===== src/rtl/mmlx_pkg.sv =====
// ----------------------------------------------------------------------------
// MML lexer package
// Shared widths, token kind codes, character codes, payload structs and the
// single-character classification table.
// ----------------------------------------------------------------------------
package mmlx_pkg;

	// Default accumulator width for number tokens
	localparam int VALUE_WIDTH_DEF = 16;

	localparam int KIND_W   = 5;
	localparam int LETTER_W = 3;
	localparam int NUM_W    = 16;

	// Token kinds
	localparam logic [KIND_W-1:0] TK_NOTE   = 5'd0;
	localparam logic [KIND_W-1:0] TK_REST   = 5'd1;
	localparam logic [KIND_W-1:0] TK_OCTAVE = 5'd2;
	localparam logic [KIND_W-1:0] TK_TEMPO  = 5'd3;
	localparam logic [KIND_W-1:0] TK_LENGTH = 5'd4;
	localparam logic [KIND_W-1:0] TK_VOLUME = 5'd5;
	localparam logic [KIND_W-1:0] TK_INSTR  = 5'd6;
	localparam logic [KIND_W-1:0] TK_SHARP  = 5'd7;
	localparam logic [KIND_W-1:0] TK_FLAT   = 5'd8;
	localparam logic [KIND_W-1:0] TK_DOT    = 5'd9;
	localparam logic [KIND_W-1:0] TK_TIE    = 5'd10;
	localparam logic [KIND_W-1:0] TK_UP     = 5'd11;
	localparam logic [KIND_W-1:0] TK_DOWN   = 5'd12;
	localparam logic [KIND_W-1:0] TK_LOOPS  = 5'd13;
	localparam logic [KIND_W-1:0] TK_LOOPE  = 5'd14;
	localparam logic [KIND_W-1:0] TK_NUMBER = 5'd15;
	localparam logic [KIND_W-1:0] TK_END    = 5'd16;
	localparam logic [KIND_W-1:0] TK_NONE   = 5'd31;

	// Character codes (Latin-1)
	localparam logic [7:0] CH_NL    = 8'h0A;
	localparam logic [7:0] CH_HASH  = 8'h23;
	localparam logic [7:0] CH_AMP   = 8'h26;
	localparam logic [7:0] CH_STAR  = 8'h2A;
	localparam logic [7:0] CH_PLUS  = 8'h2B;
	localparam logic [7:0] CH_MINUS = 8'h2D;
	localparam logic [7:0] CH_DOT   = 8'h2E;
	localparam logic [7:0] CH_SLASH = 8'h2F;
	localparam logic [7:0] CH_ZERO  = 8'h30;
	localparam logic [7:0] CH_NINE  = 8'h39;
	localparam logic [7:0] CH_LT    = 8'h3C;
	localparam logic [7:0] CH_GT    = 8'h3E;
	localparam logic [7:0] CH_AT    = 8'h40;
	localparam logic [7:0] CH_UP_A  = 8'h41;
	localparam logic [7:0] CH_UP_Z  = 8'h5A;
	localparam logic [7:0] CH_LBRK  = 8'h5B;
	localparam logic [7:0] CH_RBRK  = 8'h5D;
	localparam logic [7:0] CH_A     = 8'h61;
	localparam logic [7:0] CH_G     = 8'h67;
	localparam logic [7:0] CH_L     = 8'h6C;
	localparam logic [7:0] CH_O     = 8'h6F;
	localparam logic [7:0] CH_R     = 8'h72;
	localparam logic [7:0] CH_T     = 8'h74;
	localparam logic [7:0] CH_V     = 8'h76;
	localparam logic [7:0] CASE_OFS = 8'd32;

	typedef struct packed {
		logic [7:0] char_code;
		logic       end_of_text;
	} item_t;

	typedef struct packed {
		logic [KIND_W-1:0]   kind;
		logic [LETTER_W-1:0] letter;
		logic [NUM_W-1:0]    value;
		logic                sat;
		logic                last;
	} token_t;

	// Up to two tokens produced by one input item
	typedef struct packed {
		logic [1:0] cnt;
		token_t     tok0;
		token_t     tok1;
	} pair_t;

	typedef struct packed {
		logic [KIND_W-1:0]   kind;
		logic [LETTER_W-1:0] letter;
	} class_t;

	// Map one character to a single-character token kind, or TK_NONE
	function automatic class_t classify(input logic [7:0] c);
		logic [7:0] l;
		class_t     r;
		l = (c >= CH_UP_A && c <= CH_UP_Z) ? c + CASE_OFS : c;
		r.kind   = TK_NONE;
		r.letter = '0;
		if (l >= CH_A && l <= CH_G) begin
			r.kind   = TK_NOTE;
			r.letter = LETTER_W'(l - CH_A);
		end else begin
			case (l)
				CH_R:     r.kind = TK_REST;
				CH_O:     r.kind = TK_OCTAVE;
				CH_T:     r.kind = TK_TEMPO;
				CH_L:     r.kind = TK_LENGTH;
				CH_V:     r.kind = TK_VOLUME;
				CH_AT:    r.kind = TK_INSTR;
				CH_PLUS:  r.kind = TK_SHARP;
				CH_HASH:  r.kind = TK_SHARP;
				CH_MINUS: r.kind = TK_FLAT;
				CH_DOT:   r.kind = TK_DOT;
				CH_AMP:   r.kind = TK_TIE;
				CH_GT:    r.kind = TK_UP;
				CH_LT:    r.kind = TK_DOWN;
				CH_LBRK:  r.kind = TK_LOOPS;
				CH_RBRK:  r.kind = TK_LOOPE;
				default:  r.kind = TK_NONE;
			endcase
		end
		return r;
	endfunction

endpackage


===== src/rtl/mmlx_ifs.sv =====
// ----------------------------------------------------------------------------
// MML lexer stream interfaces
// Valid/ready channels for input characters and output tokens.
// ----------------------------------------------------------------------------
interface mmlx_char_if;
	logic       valid;
	logic       ready;
	logic [7:0] char_code;
	logic       end_of_text;

	modport source (output valid, char_code, end_of_text, input ready);
	modport sink (input valid, char_code, end_of_text, output ready);
endinterface

interface mmlx_tok_if;
	logic                               valid;
	logic                               ready;
	logic [mmlx_pkg::KIND_W-1:0]        token_kind;
	logic [mmlx_pkg::LETTER_W-1:0]      note_letter;
	logic [mmlx_pkg::NUM_W-1:0]         number_value;
	logic                               number_saturated;
	logic                               last_of_run;

	modport source (output valid, token_kind, note_letter, number_value,
		number_saturated, last_of_run, input ready);
	modport sink (input valid, token_kind, note_letter, number_value,
		number_saturated, last_of_run, output ready);
endinterface


===== src/rtl/mmlx_in_reg.sv =====
// ----------------------------------------------------------------------------
// MML lexer input register
// Registers one character item; frees itself when the lexer takes the item.
// ----------------------------------------------------------------------------
module mmlx_in_reg (
	input  logic            clk,
	input  logic            arst_n,
	mmlx_char_if.sink       text,
	input  logic            take,
	output logic            item_valid,
	output mmlx_pkg::item_t item
);

	logic            valid_s1;
	mmlx_pkg::item_t item_s1;
	logic            xfer;

	// Accept when empty or when the held item leaves this cycle
	assign text.ready = !valid_s1 || take;
	assign xfer       = text.valid && text.ready;

	always_ff @(posedge clk or negedge arst_n) begin
		if (!arst_n) begin
			valid_s1 <= 1'b0;
		end else if (xfer) begin
			valid_s1 <= 1'b1;
		end else if (take) begin
			valid_s1 <= 1'b0;
		end
	end

	// Capture payload on transfer
	always_ff @(posedge clk) begin
		if (xfer) begin
			item_s1.char_code   <= text.char_code;
			item_s1.end_of_text <= text.end_of_text;
		end
	end

	assign item_valid = valid_s1;
	assign item       = item_s1;

endmodule


===== src/rtl/mmlx_lex.sv =====
// ----------------------------------------------------------------------------
// MML lexer scan core
// Holds the scan state and digit accumulator, and turns one registered
// character into zero, one or two tokens in a single pass.
// ----------------------------------------------------------------------------
module mmlx_lex #(
	parameter int VALUE_WIDTH = mmlx_pkg::VALUE_WIDTH_DEF
) (
	input  logic            clk,
	input  logic            arst_n,
	input  logic            item_valid,
	input  mmlx_pkg::item_t item,
	output logic            item_take,
	input  logic            pair_free,
	output logic            pair_load,
	output mmlx_pkg::pair_t pair
);

	localparam logic [1:0] MODE_NORMAL = 2'd0;
	localparam logic [1:0] MODE_SLASH  = 2'd1;
	localparam logic [1:0] MODE_LINE   = 2'd2;
	localparam logic [1:0] MODE_BLOCK  = 2'd3;

	localparam logic [VALUE_WIDTH-1:0] VMAX = '1;

	logic [1:0]             mode_q;
	logic [VALUE_WIDTH-1:0] acc_q;
	logic                   pend_q;
	logic                   ovf_q;
	logic [7:0]             held_q;
	logic                   held_vld_q;

	logic [7:0]             c;
	logic                   eot;
	logic                   lp_en;
	logic [7:0]             c_sel;
	logic                   is_dig;
	logic [3:0]             digit;
	logic [VALUE_WIDTH+3:0] acc_ext;
	logic [VALUE_WIDTH+3:0] prod;
	logic                   over;
	mmlx_pkg::class_t       cls;
	logic                   slash_flush;
	logic [VALUE_WIDTH-1:0] post_acc;
	logic                   post_ovf;
	logic                   post_pend;
	mmlx_pkg::token_t       cand [4];
	logic [3:0]             cv;
	logic [1:0]             n;
	mmlx_pkg::token_t       t0;
	mmlx_pkg::token_t       t1;

	// Build a number token from an accumulator value
	function automatic mmlx_pkg::token_t num_tok(input logic [VALUE_WIDTH-1:0] a,
		input logic s);
		logic [VALUE_WIDTH+mmlx_pkg::NUM_W-1:0] ext;
		mmlx_pkg::token_t t;
		ext      = {{mmlx_pkg::NUM_W{1'b0}}, a};
		t.kind   = mmlx_pkg::TK_NUMBER;
		t.letter = '0;
		t.value  = ext[mmlx_pkg::NUM_W-1:0];
		t.sat    = s;
		t.last   = 1'b0;
		return t;
	endfunction

	assign c   = item.char_code;
	assign eot = item.end_of_text;

	// Select the character that goes through plain lexing
	always_comb begin
		c_sel = eot ? held_q : c;
		if (eot) begin
			lp_en = (mode_q == MODE_BLOCK) && held_vld_q && (held_q != mmlx_pkg::CH_SLASH);
		end else begin
			lp_en = ((mode_q == MODE_NORMAL) && (c != mmlx_pkg::CH_SLASH)) ||
				((mode_q == MODE_SLASH) && (c != mmlx_pkg::CH_SLASH) &&
				(c != mmlx_pkg::CH_STAR));
		end
		slash_flush = !eot && (mode_q == MODE_NORMAL) && (c == mmlx_pkg::CH_SLASH);
	end

	// Digit accumulate: acc*10 + digit, saturating
	always_comb begin
		is_dig  = (c_sel >= mmlx_pkg::CH_ZERO) && (c_sel <= mmlx_pkg::CH_NINE);
		digit   = 4'(c_sel - mmlx_pkg::CH_ZERO);
		acc_ext = {4'b0, acc_q};
		prod    = (acc_ext << 3) + (acc_ext << 1) + (VALUE_WIDTH+4)'(digit);
		over    = prod > {4'b0, VMAX};
		cls     = mmlx_pkg::classify(c_sel);
	end

	// Accumulator after plain lexing
	always_comb begin
		post_acc  = acc_q;
		post_ovf  = ovf_q;
		post_pend = pend_q;
		if (lp_en && is_dig) begin
			post_acc  = over ? VMAX : prod[VALUE_WIDTH-1:0];
			post_ovf  = ovf_q | over;
			post_pend = 1'b1;
		end else if (lp_en) begin
			post_acc  = '0;
			post_ovf  = 1'b0;
			post_pend = 1'b0;
		end
	end

	// Candidate tokens in emission order, then keep the first two
	always_comb begin
		cand[0]        = num_tok(acc_q, ovf_q);
		cv[0]          = ((lp_en && !is_dig) || slash_flush) && pend_q;
		cand[1].kind   = cls.kind;
		cand[1].letter = cls.letter;
		cand[1].value  = '0;
		cand[1].sat    = 1'b0;
		cand[1].last   = 1'b0;
		cv[1]          = lp_en && !is_dig && (cls.kind != mmlx_pkg::TK_NONE);
		cand[2]        = num_tok(post_acc, post_ovf);
		cv[2]          = eot && post_pend;
		cand[3].kind   = mmlx_pkg::TK_END;
		cand[3].letter = '0;
		cand[3].value  = '0;
		cand[3].sat    = 1'b0;
		cand[3].last   = 1'b0;
		cv[3]          = eot;

		n  = 2'd0;
		t0 = cand[3];
		t1 = cand[3];
		for (int i = 0; i < 4; i++) begin
			if (cv[i] && (n != 2'd2)) begin
				if (n == 2'd0) begin
					t0 = cand[i];
				end else begin
					t1 = cand[i];
				end
				n = n + 2'd1;
			end
		end
		if (n == 2'd1) begin
			t0.last = 1'b1;
		end
		if (n == 2'd2) begin
			t1.last = 1'b1;
		end
	end

	// Items without tokens never wait on the output buffer
	assign item_take = item_valid && ((n == 2'd0) || pair_free);
	assign pair_load = item_valid && (n != 2'd0) && pair_free;
	assign pair.cnt  = n;
	assign pair.tok0 = t0;
	assign pair.tok1 = t1;

	// Advance scan state
	always_ff @(posedge clk or negedge arst_n) begin
		if (!arst_n) begin
			mode_q     <= MODE_NORMAL;
			acc_q      <= '0;
			pend_q     <= 1'b0;
			ovf_q      <= 1'b0;
			held_q     <= '0;
			held_vld_q <= 1'b0;
		end else if (item_take) begin
			if (eot) begin
				mode_q     <= MODE_NORMAL;
				acc_q      <= '0;
				pend_q     <= 1'b0;
				ovf_q      <= 1'b0;
				held_q     <= '0;
				held_vld_q <= 1'b0;
			end else begin
				case (mode_q)
					MODE_SLASH: begin
						if (c == mmlx_pkg::CH_SLASH) begin
							mode_q <= MODE_LINE;
						end else if (c == mmlx_pkg::CH_STAR) begin
							mode_q     <= MODE_BLOCK;
							held_q     <= '0;
							held_vld_q <= 1'b0;
						end else begin
							mode_q <= MODE_NORMAL;
							acc_q  <= post_acc;
							ovf_q  <= post_ovf;
							pend_q <= post_pend;
						end
					end
					MODE_LINE: begin
						if (c == mmlx_pkg::CH_NL) begin
							mode_q <= MODE_NORMAL;
						end
					end
					MODE_BLOCK: begin
						if (held_vld_q && (held_q == mmlx_pkg::CH_STAR) &&
							(c == mmlx_pkg::CH_SLASH)) begin
							mode_q     <= MODE_NORMAL;
							held_q     <= '0;
							held_vld_q <= 1'b0;
						end else begin
							held_q     <= c;
							held_vld_q <= 1'b1;
						end
					end
					default: begin
						if (c == mmlx_pkg::CH_SLASH) begin
							mode_q <= MODE_SLASH;
							acc_q  <= '0;
							ovf_q  <= 1'b0;
							pend_q <= 1'b0;
						end else begin
							mode_q <= MODE_NORMAL;
							acc_q  <= post_acc;
							ovf_q  <= post_ovf;
							pend_q <= post_pend;
						end
					end
				endcase
			end
		end
	end

	// End of text returns the scanner to its reset state
	a_eot_clears: assert property (@(posedge clk) disable iff (!arst_n)
		item_take && eot |=> (mode_q == MODE_NORMAL) && !pend_q && !held_vld_q)
		else $error("scan state not cleared after end of text");

	// No digit run survives into a block comment
	a_block_no_digits: assert property (@(posedge clk) disable iff (!arst_n)
		(mode_q == MODE_BLOCK) |-> !pend_q && (acc_q == '0))
		else $error("pending digits inside block comment");

	// End of text always closes with an end-of-track token
	a_eot_last_tok: assert property (@(posedge clk) disable iff (!arst_n)
		pair_load && eot |->
			((pair.cnt == 2'd1) && (pair.tok0.kind == mmlx_pkg::TK_END)) ||
			((pair.cnt == 2'd2) && (pair.tok1.kind == mmlx_pkg::TK_END)))
		else $error("end of text without end-of-track token");

endmodule


===== src/rtl/mmlx_out_buf.sv =====
// ----------------------------------------------------------------------------
// MML lexer output buffer
// Holds the tokens of one item and presents them one per transfer.
// ----------------------------------------------------------------------------
module mmlx_out_buf (
	input  logic            clk,
	input  logic            arst_n,
	input  logic            pair_load,
	input  mmlx_pkg::pair_t pair_in,
	output logic            pair_free,
	mmlx_tok_if.source      tokens
);

	logic [1:0]       cnt_q;
	mmlx_pkg::token_t tok0_q;
	mmlx_pkg::token_t tok1_q;
	logic             xfer;

	assign xfer      = tokens.valid && tokens.ready;
	assign pair_free = (cnt_q == 2'd0) || ((cnt_q == 2'd1) && tokens.ready);

	// Track how many tokens remain
	always_ff @(posedge clk or negedge arst_n) begin
		if (!arst_n) begin
			cnt_q <= 2'd0;
		end else if (pair_load) begin
			cnt_q <= pair_in.cnt;
		end else if (xfer) begin
			cnt_q <= (cnt_q == 2'd2) ? 2'd1 : 2'd0;
		end
	end

	// Load a new pair or shift the second token forward
	always_ff @(posedge clk) begin
		if (pair_load) begin
			tok0_q <= pair_in.tok0;
			tok1_q <= pair_in.tok1;
		end else if (xfer && (cnt_q == 2'd2)) begin
			tok0_q <= tok1_q;
		end
	end

	assign tokens.valid            = (cnt_q != 2'd0);
	assign tokens.token_kind       = tok0_q.kind;
	assign tokens.note_letter      = tok0_q.letter;
	assign tokens.number_value     = tok0_q.value;
	assign tokens.number_saturated = tok0_q.sat;
	assign tokens.last_of_run      = tok0_q.last;

	// With two tokens held, only the second closes the run
	a_pair_last: assert property (@(posedge clk) disable iff (!arst_n)
		(cnt_q == 2'd2) |-> !tok0_q.last && tok1_q.last)
		else $error("bad last-of-run marks in held pair");

	// A single remaining token always closes the run
	a_single_last: assert property (@(posedge clk) disable iff (!arst_n)
		(cnt_q == 2'd1) |-> tok0_q.last)
		else $error("final token lacks last-of-run");

	// Never overwrite tokens that are still waiting
	a_no_overrun: assert property (@(posedge clk) disable iff (!arst_n)
		pair_load |-> (cnt_q == 2'd0) || ((cnt_q == 2'd1) && xfer))
		else $error("token pair overwritten before transfer");

endmodule


===== src/rtl/mml_character_lexer_core.sv =====
// ----------------------------------------------------------------------------
// MML character lexer core
// Streaming lexer for music macro language text, one character per clock while tokens keeps up.
// ----------------------------------------------------------------------------
// Usage:
//   text   : valid/ready sink of char_code (8-bit Latin-1) and end_of_text.
//            With end_of_text set the character is ignored; pending digits
//            are flushed and an end-of-track token closes the text.
//   tokens : valid/ready source of token_kind, note_letter, number_value,
//            number_saturated and last_of_run (set on the final token that
//            one input item causes).
//   Flow: a character is registered in the input register on transfer, and its
//   tokens are registered in the output buffer once that buffer is free; the
//   first token can then transfer. Throughput is one character per cycle
//   while tokens is ready; an item that yields two tokens holds the output
//   until both transfer, the single token register pair draining one per transfer.
//   Reset (arst_n low) empties both registers and returns the scanner to
//   normal mode with no pending number.
//   When tokens is stalled, the held tokens stay put; the next item that yields
//   tokens waits in the input register and text.ready drops once that register is full.
// ----------------------------------------------------------------------------
module mml_character_lexer_core #(
	parameter int VALUE_WIDTH = mmlx_pkg::VALUE_WIDTH_DEF
) (
	input  logic       clk,
	input  logic       arst_n,
	mmlx_char_if.sink  text,
	mmlx_tok_if.source tokens
);

	logic            take;
	logic            item_valid;
	mmlx_pkg::item_t item;
	logic            pair_free;
	logic            pair_load;
	mmlx_pkg::pair_t pair;

	mmlx_in_reg u_in_reg (
		.clk        (clk),
		.arst_n     (arst_n),
		.text       (text),
		.take       (take),
		.item_valid (item_valid),
		.item       (item)
	);

	mmlx_lex #(
		.VALUE_WIDTH (VALUE_WIDTH)
	) u_lex (
		.clk        (clk),
		.arst_n     (arst_n),
		.item_valid (item_valid),
		.item       (item),
		.item_take  (take),
		.pair_free  (pair_free),
		.pair_load  (pair_load),
		.pair       (pair)
	);

	mmlx_out_buf u_out_buf (
		.clk       (clk),
		.arst_n    (arst_n),
		.pair_load (pair_load),
		.pair_in   (pair),
		.pair_free (pair_free),
		.tokens    (tokens)
	);

endmodule

===== src/flat_wrapper.sv =====
// flat-port wrapper written by rule: the top's interface ports become plain ports
module mml_character_lexer_core_flat 
#(
	parameter int VALUE_WIDTH = mmlx_pkg::VALUE_WIDTH_DEF
)
  (clk, arst_n, text_valid, text_char_code, text_end_of_text, text_ready, tokens_valid, tokens_token_kind, tokens_note_letter, tokens_number_value, tokens_number_saturated, tokens_last_of_run, tokens_ready);
  mmlx_char_if text_i ();
  mmlx_tok_if tokens_i ();
  input  logic clk;
  input  logic arst_n;
  input wire logic [$bits(text_i.valid)-1:0] text_valid;
  input wire logic [$bits(text_i.char_code)-1:0] text_char_code;
  input wire logic [$bits(text_i.end_of_text)-1:0] text_end_of_text;
  output wire logic [$bits(text_i.ready)-1:0] text_ready;
  output wire logic [$bits(tokens_i.valid)-1:0] tokens_valid;
  output wire logic [$bits(tokens_i.token_kind)-1:0] tokens_token_kind;
  output wire logic [$bits(tokens_i.note_letter)-1:0] tokens_note_letter;
  output wire logic [$bits(tokens_i.number_value)-1:0] tokens_number_value;
  output wire logic [$bits(tokens_i.number_saturated)-1:0] tokens_number_saturated;
  output wire logic [$bits(tokens_i.last_of_run)-1:0] tokens_last_of_run;
  input wire logic [$bits(tokens_i.ready)-1:0] tokens_ready;
  assign text_i.valid = text_valid;
  assign text_i.char_code = text_char_code;
  assign text_i.end_of_text = text_end_of_text;
  assign text_ready = text_i.ready;
  assign tokens_valid = tokens_i.valid;
  assign tokens_token_kind = tokens_i.token_kind;
  assign tokens_note_letter = tokens_i.note_letter;
  assign tokens_number_value = tokens_i.number_value;
  assign tokens_number_saturated = tokens_i.number_saturated;
  assign tokens_last_of_run = tokens_i.last_of_run;
  assign tokens_i.ready = tokens_ready;
  mml_character_lexer_core #(.VALUE_WIDTH(VALUE_WIDTH)) u_core (.clk(clk), .arst_n(arst_n), .text(text_i), .tokens(tokens_i));
endmodule

===== config.mk =====
export PLATFORM = sky130hd
export DESIGN_NAME = mml_character_lexer_core_flat
export DESIGN_NICKNAME = d
export VERILOG_FILES = /design/src/rtl/mmlx_pkg.sv /design/src/rtl/mmlx_ifs.sv /design/src/rtl/mmlx_in_reg.sv /design/src/rtl/mmlx_lex.sv /design/src/rtl/mmlx_out_buf.sv /design/src/rtl/mml_character_lexer_core.sv /design/src/flat_wrapper.sv
export SDC_FILE = /design/constraint.sdc
export NUM_CORES = 1
export LEC_CHECK = 0
export ABC_AREA = 1
export BUFFER_PORTS_ARGS = -buffer_cell sky130_fd_sc_hd__buf_2
export CAP_MARGIN = 20
export CORE_ASPECT_RATIO = 1.1
export CORE_MARGIN = 10
export CORE_UTILIZATION = 55
export CTS_CLUSTER_DIAMETER = 100
export DETAILED_ROUTE_END_ITERATION = 6
export GPL_ROUTABILITY_DRIVEN = 0
export HOLD_SLACK_MARGIN = 0.06
export PLACE_DENSITY = 0.76
export SYNTH_ARGS = -nofsm -noshare
export SYNTH_HDL_FRONTEND = slang
export SYNTH_SLANG_ARGS = --single-unit
export TNS_END_PERCENT = 30

===== constraint.sdc =====
create_clock -name clk -period 5.55 [get_ports clk]
set_input_delay 0.2775 -clock clk [delete_from_list [all_inputs] [get_ports clk]]
set_output_delay 0.2775 -clock clk [all_outputs]
set_load 0.02 [all_outputs]

# Yosys cells after proc, flatten, opt, wreduce, memory -nomap -nowiden
# Cells that the tools add are included.
# Widths: inputs -> output; s select.
[op_classes]
reduce_logical = 52
magnitude_cmp = 7
n_bitwise = 1
add_sub_neg = 8
eq_ne = 39
n_mux = 70
[op_table]
columns = ["operator", "n"]
rows = [
  ["$mux 26", 15],
  ["$mux 16", 7],
  ["$eq 8x6->1 const B", 10],
  ["$pmux 5 s14", 1],
  ["$eq 8x7->1 const B", 8],
  ["$mux 8", 6],
  ["$pmux 16 s2", 1],
  ["$logic_and 1x1->1", 27],
  ["$ne 8x6->1 const B", 3],
  ["$mux 1", 23],
  ["$add 19x17->20", 1],
  ["$add 20x4->20", 1],
  ["$gt 20x16->1 const B", 1],
  ["$mux 2", 10],
  ["$ge 8x7->1 const B", 2],
  ["$le 8x7->1 const B", 2],
  ["$pmux 8 s2", 1],
  ["$logic_not 2->1", 6],
  ["$reduce_bool 2->1", 5],
  ["$ne 3x2->1 const B", 3],
  ["$add 8x6->8 const B", 1],
  ["$eq 2x2->1 const B", 4],
  ["$eq 8x4->1 const B", 1],
  ["$ge 8x6->1 const B", 1],
  ["other kinds (20)", 37],
]
[totals]
out_inout_bits = 28
inputBits = 13
regBits = 93
elab_cells = 197

# Depth between registers and ports, before layout
# Gate-level depths: netlist of the first run.
[depth]
depth_word = 24
depth_mapped = 38
mapped_depth_nobuf = 36

# By module
# Synthesis of the first run repeated with hierarchy kept, for this count alone.
[unflattened]
cells_unflattened = 916
hier_area_um2 = 6869.1
[modules_own_cells]
columns = ["mod", "cells_each", "area_each_um2", "n_inst", "seq_area_each_um2"]
rows = [
  ["mmlx_lex", 745, 4531.8, 1, 725.7],
  ["mmlx_out_buf", 156, 2021.9, 1, 1611.5],
  ["mmlx_in_reg", 15, 315.3, 1, 295.3],
]

# Worst setup path before layout of the first run
# OpenSTA, ideal clock, no wires.
[synth_timing]
kind = "reg-to-reg"
startpoint = "register u_core.u_in_reg.item_s1, in the netlist u_core.u_in_reg.item[0]"
endpoint = "register u_core.u_out_buf.tok0_q, in the netlist u_core.u_out_buf.tokens.last_of_run (enable)"
path_slack_ps = -377
setup_time_ps = 383
path_stages_with_launch = 37
period_less_slack_ps = 5927
arrival_time_ps = 5544
path_buffers = 2
required_ps = 5167
cell_sequence = "edfxtp_1 > buf_6 > inv_4 > nand2_1 > nand2_1 > inv_1 > ha_1 > inv_1 > nor2_2 > nand2_2 > nand2_1 > nand2_2 > nand3_2 > nand2_2 > nand2_4 > nor2_4 > nand2_1 > nand2_1 > a21oi_4 > nor2_4 > a21oi_4 > ha_1 > nor2_1 > nand3_4 > nand2_1 > nand2_1 > ha_1 > nor2_1 > inv_1 > nand3_1 > nand2_2 > nand2_2 > nand2_1 > nor2_2 > inv_2 > buf_2 > nand2_1"
[synth_between]
elab_chain_cells = 22
elab_cells_between_ends = 61
cone_classes = "add/sub: 4; order compare: 6; eq/ne: 19; mux: 11; reduce/logical: 21"
[synth_lines]
columns = ["item", "line", "source"]
rows = [
  ["start, declared", "mmlx_in_reg.sv:15", "mmlx_pkg::item_t item_s1;"],
  ["branches (longest 17 deep; another with $ge 8x7->1)", "n/a", ""],
  ["$mux 2 *", "mmlx_lex.sv:132", "if (cv[i] && (n != 2'd2)) begin"],
  ["$reduce_bool 2->1 *", "mmlx_lex.sv:151", "assign pair_load = item_valid && (n != 2'd0) && pair_free;"],
  ["$logic_and 1x1->1 * (2 in a row)", "mmlx_lex.sv:151", ""],
  ["via u_core.pair_load", "mml_character_lexer_core.sv:35", "logic pair_load;"],
  ["$reduce_bool 2->1 (no source line) *", "n/a", ""],
  ["end signal, assigned", "mmlx_out_buf.sv:36", "tok0_q <= pair_in.tok0;"],
  ["end signal, assigned", "mmlx_out_buf.sv:39", "tok0_q <= tok1_q;"],
  ["end, declared", "mmlx_out_buf.sv:15", "mmlx_pkg::token_t tok0_q;"],
]
# Mark *: on every way through the listed nets, which the timed path passes.
# A chain may end at the register's enable or synchronous reset.

# Worst setup path after layout of the first run
[layout_timing]
startpoint = "register u_core.u_in_reg.item_s1, in the netlist u_core.u_in_reg.item[0]"
endpoint = "output port text_ready"
[layout_between]
elab_chain_cells = 22
elab_cells_between_ends = 61
cone_classes = "add/sub: 4; order compare: 6; eq/ne: 19; mux: 11; reduce/logical: 21"
[layout_lines]
columns = ["item", "line", "source"]
rows = [
  ["branches (longest 17 deep; another with $ge 8x7->1)", "n/a", ""],
  ["$mux 2 *", "mmlx_lex.sv:132", ""],
  ["$logic_not 2->1 *", "mmlx_lex.sv:150", "assign item_take = item_valid && ((n == 2'd0) || pair_free);"],
  ["$logic_or 1x1->1 *", "mmlx_lex.sv:150", ""],
  ["$logic_and 1x1->1 *", "mmlx_lex.sv:150", ""],
  ["$logic_or 1x1->1 *", "mmlx_in_reg.sv:19", "assign text.ready = !valid_s1 || take;"],
  ["end, declared", "flat_wrapper.sv:14", "output wire logic [$bits(text_i.ready)-1:0] text_ready;"],
]
# Every way passes the cells marked *.

==> flow_summary.toml, run 1 <==
[run_status]
run_status = "finished, final reports clean"

[clock_network]
cts_sinks = 93
cts_tree = "done"
clk_pin_slew_ns = 0.07
root_buffer = "clkbuf_16"
worstSkewPairLatency_ns = 0.35
cts_buffer_depth = 2
htree_levels = 3
cts_buffers = 9

[worst_hold_path]
min_to = "u_core.u_in_reg.item[3]$_DFFE_PP_"
hold_path.class = "in -> reg"
min_path_cells = 1
hp-start = "text_char_code[2]"

[yosys]
avgSynthCellArea_sq_um = 8.041
syn_nets = 865
yosysUniqueCellTypes = 50
synth_edf_count = 61
yosysWarnings = 0
syn_area_sq_um = 6481
synth_ff_type = "edfxtp_1"
ys_ff_latch = 93
ys_seq_area_share_pct = 40.62
synth_cells = 806
synthArstFlopShare_pct = 34.41

[critical_path]
max_stage_delay_ns = 0.49
rr_startpoint = "u_core.u_in_reg.item[0]$_DFFE_PP_"
r2r_setup_slack_ns = 0.44
regToRegEndpoint = "u_core.u_out_buf.tokens.token_kind[4]$_DFFE_PP_"
crit_family = "simple AND/OR/NAND/NOR gates"
worst_ep_required_time_ns = 5.27
critical_path_class = "reg -> out"
critPathMaxFanout = 8
r2r_cells = 33
end_kind = "primary output"
crit_buf_inv = 4
cp_slowest_cell = "edfxtp_1"
arrival_ns = 4.87
cp-start-kind = "flop"
cpMostUsedCell = "nand2_1"

[routing]
first_iter_violations = 526
dr.pass1.iters = 7
ant_nets = 0
viasPerCell = 5.643
drc_errors = 0
routedWlPerCell_microns = 14.76
routed_wl_microns = 14830
vias = 5671

[cells_and_area]
drive_gt1_share_pct = 15.44
mostFrequentLayoutCells = "210 x nand2_1, 81 x inv_1, 64 x o21ai_0, 61 x edfxtp_1, 57 x nor2_1"
insertedDiodeCount = 0
mostFrequentLayoutCell = "nand2_1"
layout.nets = 909
fill_cells = 975
syn2layout_area_growth_pct = 11.49

[power]
p_int_uw = 1803
p_comb_share_pct = 43.1
p_leak_uw = 0.003328
vdd_ir_drop_max_mv = 0.2589
p_per_area_nw_per_um2 = 431.2
clkPwrFrac_pct = 20.2
swShare_pct = 42.14
share_seq_of_total_power_pct = 36.7
switchingPower_uw = 1313

[grt]
grt_pass1_vias = 5341
grt_usage_pct = 17.97
grt_pass1_wl_microns = 24700
antenna_found_initial = 0
overflow = 0
grt_start_max_net_pins = 33

[timing]
fin_crit_ns = 5.143
skew_ns = 0.008774
finalCritPeriodShare_pct = 92.67
worstMarginPinSlew_ns = 1.016
finalMaxSlewViolations = 0
timing.final.ws_setup_ns = 0.4070
max_freq_mhz = 194.4
setup_violations = 0
maxSlewHeadroom_pct = 31.52
hold_violations = 0
timing.hold.ws_ns = 0.1029

[floorplanning]
io-pin-count = 41
rows = 41
core_area_sq_um = 11490
dieArea_sq_um = 16530
start_util_pct = 56.40
dieHeight_microns = 133.9
die_w_microns = 123.5

[job]
drv_cap = 0

[place]
dp_hpwl_microns = 11510
pre_cts_slack_ns = 0.04617
port_buffers = 40
[worst max path at each step]
stage / depth (start not counted) / slack, ns / from / end
after floorplan: 36 / 0.20 / u_core.u_in_reg.item[0]$_DFFE_PP_ / u_core.u_out_buf.tokens.last_of_run$_DFFE_PP_
after global placement: 34 / 0.43 / u_core.u_in_reg.item[0]$_DFFE_PP_ / u_core.u_out_buf.tokens.number_value[13]$_DFFE_PP_
after detailed placement: 34 / 0.05 / u_core.u_in_reg.item[0]$_DFFE_PP_ / u_core.u_out_buf.tokens.number_value[12]$_DFFE_PP_
after CTS: 34 / 0.02 / u_core.u_in_reg.item[0]$_DFFE_PP_ / u_core.u_out_buf.tokens.token_kind[2]$_DFFE_PP_
after global routing: 34 / -0.03 / u_core.u_in_reg.item[0]$_DFFE_PP_ / u_core.u_out_buf.tokens.number_value[12]$_DFFE_PP_
final: 30 / 0.41 / u_core.u_in_reg.item[0]$_DFFE_PP_ / text_ready
[repair_timing]
item | CTS | global route
setup endpoints to repair | 0 | 123
hold buffers | 1 | 0
hold endpoints to repair | 3 | 0
resized for setup | 0 | 12
buffers inserted | 0 | 3
[power groups by stage]
stage / Sequential [uW] / Combinational (uW) / Clock (uW)
after global placement: 1150 / 1250 / 0
after CTS: 1150 / 1300 / 633
after floorplan: 1270 / 854 / 0
after detailed placement: 1160 / 1290 / 0
final: 1140 / 1340 / 629
after global routing: 1170 / 1510 / 664
[metal layers]
metal,vias to the layer above,track usage [%],share of wire [%]
li1,2809,-,-
met1,2588,23.13,43
met2,235,29.47,47
met3,39,3.233,7.1
met4,0,6.218,2.1
met5,-,0,0
[logic make-up (layout without fill, tap and decap cells)]
kind of cell / after synthesis / in the layout / synth area share [%]
compound gates: 148 / 148 / 13.11
flops: 93 / 93 / 40.62
fa+ha+maj: 46 / 46 / 9.112
buf+inv: 106 / 154 / 6.486
xor+xnor: 13 / 13 / 1.757
simple gates: 400 / 401 / 28.92
[area by class of cell]
type	instances	area [sq um]	share of cell area, %
inverter	90	342.8	4.745
multi-input combinational	608	3492	48.33
timing repair buffer	48	266.5	3.688
clock inverter	7	78.83	1.091
sequential	93	2633	36.43
tap	150	187.7	2.597
clock buffer	9	225.2	3.117
[stage by stage]
step	util, %	std cells	power [uW]	instance area, sq um	TNS (ns)
floorplan	-	806	2124	6489	0
global placement	59.41	984	2405	6827	0
detailed placement	59.41	984	2453	6827	0
CTS	62.14	1001	3077	7141	0
global route	62.88	1005	3338	7226	-0.1380
finish	62.88	1005	3116	7226	0
[state kept, by name, summed over array words and instances (netlist names)]
register	cells
u_core.u_lex.held_q	8
u_core.u_in_reg.item_valid	1
u_core.u_lex.mode_q	2
u_core.u_out_buf.tokens.token_kind	5
u_core.u_lex.ovf_q	1
u_core.u_lex.acc_q	16
u_core.u_out_buf.tokens.number_value	16
u_core.u_lex.held_vld_q	1
u_core.u_in_reg.item	9
u_core.u_lex.pend_q	1
u_core.u_out_buf.tokens.number_saturated	1
u_core.u_out_buf.cnt_q	2
u_core.u_out_buf.tokens.note_letter	3
u_core.u_out_buf.tok1_q	26
u_core.u_out_buf.tokens.last_of_run	1
[synth_stat cells, types with 5 or more instances]
cell type | number | area [sq um]
xnor2_1 | 6 | 52.55
nor2_1 | 59 | 221.5
dfrtp_1 | 32 | 800.8
nand2_4 | 5 | 56.30
nor2_2 | 9 | 56.30
xor2_1 | 7 | 61.31
nand4_1 | 15 | 93.84
edfxtp_1 | 61 | 1832
ha_1 | 44 | 550.5
inv_1 | 81 | 304.0
nor3_1 | 6 | 30.03
nand3_1 | 55 | 275.3
clkbuf_1 | 6 | 22.52
nand2_2 | 12 | 75.07
o22ai_1 | 7 | 43.79
o21ai_1 | 16 | 80.08
o21ai_0 | 64 | 320.3
nand2_1 | 212 | 795.8
inv_2 | 8 | 30.03
buf_2 | 7 | 35.03
a21oi_1 | 41 | 205.2
No activity file was read; power rests on OpenSTA's default activity.
==> run 2: changes to the inputs <==
--- a/config.mk
+++ b/config.mk
@@ -6,16 +6,16 @@
 export NUM_CORES = 1
 export LEC_CHECK = 0
 export ABC_AREA = 1
-export BUFFER_PORTS_ARGS = -buffer_cell sky130_fd_sc_hd__buf_2
 export CAP_MARGIN = 20
 export CORE_ASPECT_RATIO = 1.1
 export CORE_MARGIN = 10
 export CORE_UTILIZATION = 55
 export CTS_CLUSTER_DIAMETER = 100
 export DETAILED_ROUTE_END_ITERATION = 6
+export DONT_BUFFER_PORTS = 1
 export GPL_ROUTABILITY_DRIVEN = 0
 export HOLD_SLACK_MARGIN = 0.06
-export PLACE_DENSITY = 0.76
+export PLACE_DENSITY = 0.73
 export SYNTH_ARGS = -nofsm -noshare
 export SYNTH_HDL_FRONTEND = slang
 export SYNTH_SLANG_ARGS = --single-unit
==> flow_summary.toml, run 2 (same netlist as run 1, synthesis figures left out) <==
[run_status]
run_status = "finished, final reports clean"

[timing]
fin_tns_setup_ns = 0
fin_crit_ns = 5.278
max_freq_mhz = 189.5
skew_ns = 0.01118
finalMaxSlewViolations = 0
finalCritPeriodShare_pct = 95.09
worstMarginPinSlew_ns = 1.030
hold_violations = 0
setup_violations = 0
maxSlewHeadroom_pct = 30.60

[worst_hold_path]
hp-start = "text_valid"
min_path_cells = 2
min_to = "u_core.u_in_reg.item_valid$_DFFE_PN0P_"
hold_path.class = "in -> reg"

[cells_and_area]
multiInputGateArea_sq_um = 3522
syn2layout_area_growth_pct = 11.33
drive_gt1_share_pct = 11.61
seq_area_sq_um = 2633
fill_cells = 930
largest_register_ffs = 26
layout.nets = 881
mostFrequentLayoutCell = "nand2_1"
final_cells = 977
fin_area_sq_um = 7216
mostFrequentLayoutCells = "210 x nand2_1, 81 x inv_1, 64 x o21ai_0, 61 x edfxtp_1, 57 x nor2_1"
insertedDiodeCount = 0
top_register = "u_core.u_out_buf.tok1_q"

[routing]
viasPerCell = 5.740
wl_met2_microns = 7593
dr.pass1.iters = 5
routed_wl_microns = 15740
top_layer = "met4"
vias = 5608
routedWlPerCell_microns = 16.11
ant_nets = 0
wl_met1_microns = 6915
route.met3.wl_microns = 862
drc_errors = 0
first_iter_violations = 570

[floorplanning]
core_area_sq_um = 11490
dieArea_sq_um = 16530
die_w_microns = 123.5
io-pin-count = 41
start_util_pct = 56.40
rows = 41
dieHeight_microns = 133.9

[critical_path]
crit_buf_inv = 4
critical_path_class = "reg -> reg"
critPathMaxFanout = 14
r2r_setup_slack_ns = 0.27
r2r_cells = 34
crit_family = "simple AND/OR/NAND/NOR gates"
cp-start-kind = "flop"
max_stage_delay_ns = 0.49
regToRegEndpoint = "u_core.u_out_buf.tokens.token_kind[4]$_DFFE_PP_"
rr_startpoint = "u_core.u_in_reg.item[0]$_DFFE_PP_"
cp_slowest_cell = "edfxtp_1"
arrival_ns = 5.46
end_kind = "flop"
worst_ep_required_time_ns = 5.74
cpMostUsedCell = "nand2_1"

[clock_network]
htree_levels = 3
root_buffer = "clkbuf_16"
cts_sinks = 93
cts_tree = "done"
cts_buffer_depth = 2
worstSkewPairLatency_ns = 0.35
cts_buffers = 9
clk_pin_slew_ns = 0.07

[grt]
grt_usage_pct = 18.61
grt_start_max_net_pins = 33
antenna_found_initial = 0
grt_pass1_wl_microns = 25560
grt_pass1_vias = 5393
overflow = 0

[power]
finalPower_uw = 3131
p_per_area_nw_per_um2 = 434.0
vdd_ir_drop_max_mv = 0.2581
p_leak_uw = 0.003253

[place]
port_buffers = 0
dp_hpwl_microns = 11530
dp.cells = 943
dpl_cell_area_sq_um = 6619

[job]
drv_cap = 0
[run 2: cell count changes in the layout (fill, tap and decap cells not counted), sizes merged]
cell         change
buf             -39
clkbuf           +1
clkinv           +3
clkinvlp         -1
dlygate4sd3     +10
inv              -2
[run 2: repair_timing]
action                                  CTS  global route
cloned                                    0             2
pin swaps                                 0             3
setup buffers                             0             4
endpoints found under the setup margin   26           139
endpoints found under the hold margin    42             0
hold buffers                             12             0
gates resized for setup                   1            20
[run 2: cell type report]
| cell class | count | share of cell area [%] |
|---|---|---|
| Tap cell | 150 | 2.601 |
| Inverter | 90 | 4.803 |
| Timing Repair Buffer | 20 | 3.052 |
| Clock inverter | 7 | 1.127 |
| Clock buffer | 9 | 3.121 |
| Multi-Input combinational cell | 608 | 48.81 |
| Sequential cell | 93 | 36.48 |
[run 2: power breakdown]
| group | internal (uW) | total, uW | leakage (uW) | switching, uW |
|---|---|---|---|---|
| combinational | 373 | 1190 | 0.00208 | 816 |
| clock | 357 | 642 | 0.000152 | 285 |
| sequential | 1050 | 1300 | 0.00102 | 247 |
| total | 1780 | 3130 | 0.00325 | 1350 |
[run 2: worst max path at each step]
stage | start | end | cells after the start
after floorplan | u_core.u_in_reg.item[0]$_DFFE_PP_ | u_core.u_out_buf.tokens.last_of_run$_DFFE_PP_ | 36
after global placement | u_core.u_in_reg.item[0]$_DFFE_PP_ | u_core.u_out_buf.tokens.number_value[12]$_DFFE_PP_ | 34
after detailed placement | u_core.u_in_reg.item[0]$_DFFE_PP_ | u_core.u_out_buf.tokens.number_value[13]$_DFFE_PP_ | 34
after CTS | u_core.u_in_reg.item[0]$_DFFE_PP_ | u_core.u_out_buf.tokens.number_value[4]$_DFFE_PP_ | 34
after global routing | u_core.u_in_reg.item[0]$_DFFE_PP_ | u_core.u_out_buf.tokens.number_value[9]$_DFFE_PP_ | 33
final | u_core.u_in_reg.item[0]$_DFFE_PP_ | u_core.u_out_buf.tokens.token_kind[4]$_DFFE_PP_ | 34
[run 2: through the flow]
step	util [%]	hold slack (ns)	worst slack, ns
2_1_floorplan	-	-0.01809	0.1979
3_5_place_dp	57.60	-0.01518	0.02475
5_1_grt	62.79	0.1072	-0.06293
4_1_cts	61.44	0.08570	0.04084
3_3_place_gp	57.60	-0.01515	0.4437
6_report	62.79	0.09772	0.2725
[run 2: layer usage]
layer / GRT usage (%) / vias to the layer above
li1: - / 2756
met1: 24.38 / 2601
met2: 30.69 / 212
met3: 2.687 / 39
met4: 6.023 / 0
met5: 0 / -
==> run 3: changes to the inputs <==
--- a/config.mk
+++ b/config.mk
@@ -7,7 +7,7 @@
 export LEC_CHECK = 0
 export ABC_AREA = 1
 export CAP_MARGIN = 20
-export CORE_ASPECT_RATIO = 1.1
+export CORE_ASPECT_RATIO = 1.25
 export CORE_MARGIN = 10
 export CORE_UTILIZATION = 55
 export CTS_CLUSTER_DIAMETER = 100
==> flow_summary.toml, run 3 (same netlist as run 1, synthesis figures left out) <==
[run_status]
run_status = "finished, final reports clean"

[floorplanning]
dieHeight_microns = 141.4
rows = 44
die_w_microns = 117.1
dieArea_sq_um = 16550
core_area_sq_um = 11560
io-pin-count = 41
start_util_pct = 56.06

[critical_path]
critPathMaxFanout = 9
cpMostUsedCell = "nand2_1"
regToRegEndpoint = "u_core.u_in_reg.item[5]$_DFFE_PP_"
timing.critical_path.from = "u_core.u_in_reg.item[0]$_DFFE_PP_"
cp-endpoint = "u_core.u_in_reg.item[5]$_DFFE_PP_"
cp-start-kind = "flop"
worst_ep_required_time_ns = 5.62
max_stage_delay_ns = 0.52
arrival_ns = 5.22
r2r_cells = 33
rr_startpoint = "u_core.u_in_reg.item[0]$_DFFE_PP_"
crit_family = "simple AND/OR/NAND/NOR gates"
r2r_setup_slack_ns = 0.40
crit_buf_inv = 5
path_depth = 33
end_kind = "flop"
critical_path_class = "reg -> reg"
cp_slowest_cell = "edfxtp_1"

[grt]
grtUsageMet1_pct = 22.34
antenna_found_initial = 0
met3_usage_pct = 2.363
grt.met2_usage_pct = 30.05
grt_usage_pct = 17.67
gr-max-usage-layer = "met2"
grt_pass1_wl_microns = 24250
grt_start_max_net_pins = 33
grt_pass1_vias = 5298
overflow = 0

[worst_hold_path]
hold_path.class = "in -> reg"
min_path_cells = 2

[routing]
ant_nets = 0
first_iter_violations = 326
routedWlPerCell_microns = 14.99
vias = 5483
drc_errors = 0
routed_wl_microns = 14440
viasPerCell = 5.694
dr.pass1.iters = 5

[clock_network]
cts_tree = "done"
root_buffer = "clkbuf_16"
clk_pin_slew_ns = 0.07
cts_buffer_depth = 2
htree_levels = 3
cts_sinks = 93
cts_buffers = 9
worstSkewPairLatency_ns = 0.35

[place]
dpl_cell_area_sq_um = 6604
dp.cells = 931
port_buffers = 0
dp_hpwl_microns = 11250

[timing]
worstMarginPinSlew_ns = 0.9466
max_freq_mhz = 194.2
fin_crit_ns = 5.150
finalMaxSlewViolations = 0
fin_tns_setup_ns = 0
hold_violations = 0
finalCritPeriodShare_pct = 92.79
setup_violations = 0
maxSlewHeadroom_pct = 36.23
skew_ns = 0.007181

[cells_and_area]
top_register = "u_core.u_out_buf.tok1_q"
insertedDiodeCount = 0
mostFrequentLayoutCell = "nand2_1"
largest_register_ffs = 26
syn2layout_area_growth_pct = 9.710
layout.nets = 879
final_cells = 963
drive_gt1_share_pct = 11.15
mostFrequentLayoutCells = "211 x nand2_1, 81 x inv_1, 64 x o21ai_0, 61 x edfxtp_1, 57 x nor2_1"
fin_area_sq_um = 7111
final_util_pct = 61.50

[power]
p_leak_uw = 0.003207
vdd_ir_drop_max_mv = 0.2348
p_per_area_nw_per_um2 = 422.9
finalPower_uw = 3007

[job]
drv_cap = 0
-- run 3: changes by cell type in the layout (fill, tap and decap cells not counted), sizes merged --
cell / previous run / this run
buf: 8 / 6
bufinv: 1 / 0
clkinv: 4 / 1
clkinvlp: 0 / 2
inv: 92 / 94
-- run 3: final cells by class --
class	instances	area, sq um
timing repair buffer	18	185.2
clock buffer	9	225.2
tap	138	172.7
fill	1001	4451
multi-input combinational	608	3488
inverter	90	342.8
clock inverter	7	63.81
sequential	93	2633
-- run 3: worst register-to-register path, delay by kind of cell, from the launching register on --
family          cells  cell delay, ns
compound gates      2            0.20
fa+ha+maj           3            0.66
buf+inv             5            0.71
flops               1            0.52
simple gates       23            2.78
-- run 3: where the power goes --
part / leakage [uW] / switching [uW] / total [uW] / internal (uW)
clock network: 0.000136 / 282 / 596 / 314
registers: 0.00102 / 242 / 1290 / 1050
logic: 0.00205 / 771 / 1120 / 346
total: 0.00321 / 1290 / 3010 / 1710
-- run 3: routing by layer --
metal | up-vias | share of wire [%]
li1 | 2742 | -
met1 | 2526 | 45
met2 | 184 | 48
met3 | 31 | 4.5
met4 | 0 | 2.1
met5 | - | 0
-- run 3: how the worst min path moves through the flow --
| stage | endpoint | from | slack [ns] |
|---|---|---|---|
| 2_1_floorplan | u_core.u_in_reg.item_valid$_DFFE_PN0P_ | arst_n | -0.02 |
| 3_3_place_gp | u_core.u_lex.acc_q[15]$_DFFE_PN0P_ | arst_n | -0.02 |
| 3_5_place_dp | u_core.u_lex.acc_q[15]$_DFFE_PN0P_ | arst_n | -0.02 |
| 4_1_cts | u_core.u_in_reg.item_valid$_DFFE_PN0P_ | text_valid | 0.14 |
| 5_1_grt | u_core.u_in_reg.item_valid$_DFFE_PN0P_ | text_valid | 0.17 |
| 6_report | u_core.u_out_buf.cnt_q[0]$_DFFE_PN0P_ | tokens_ready | 0.15 |
-- run 3: what timing repair did --
item | 4_1_cts | 5_1_grt
resized for setup | 1 | 11
pin swaps | 0 | 1
cloned | 0 | 1
buffers inserted | 0 | 3
hold buffers | 12 | 0
endpoints found under the hold margin | 42 | 0
setup endpoints to repair | 26 | 133
-- run 3: through the flow --
stage	hold WS, ns	worst slack, ns
floorplan	-0.01809	0.1979
global placement	-0.01545	0.3606
detailed placement	-0.01555	-0.02800
CTS	0.1386	0.09088
global route	0.1668	-0.02096
finish	0.1453	0.4002
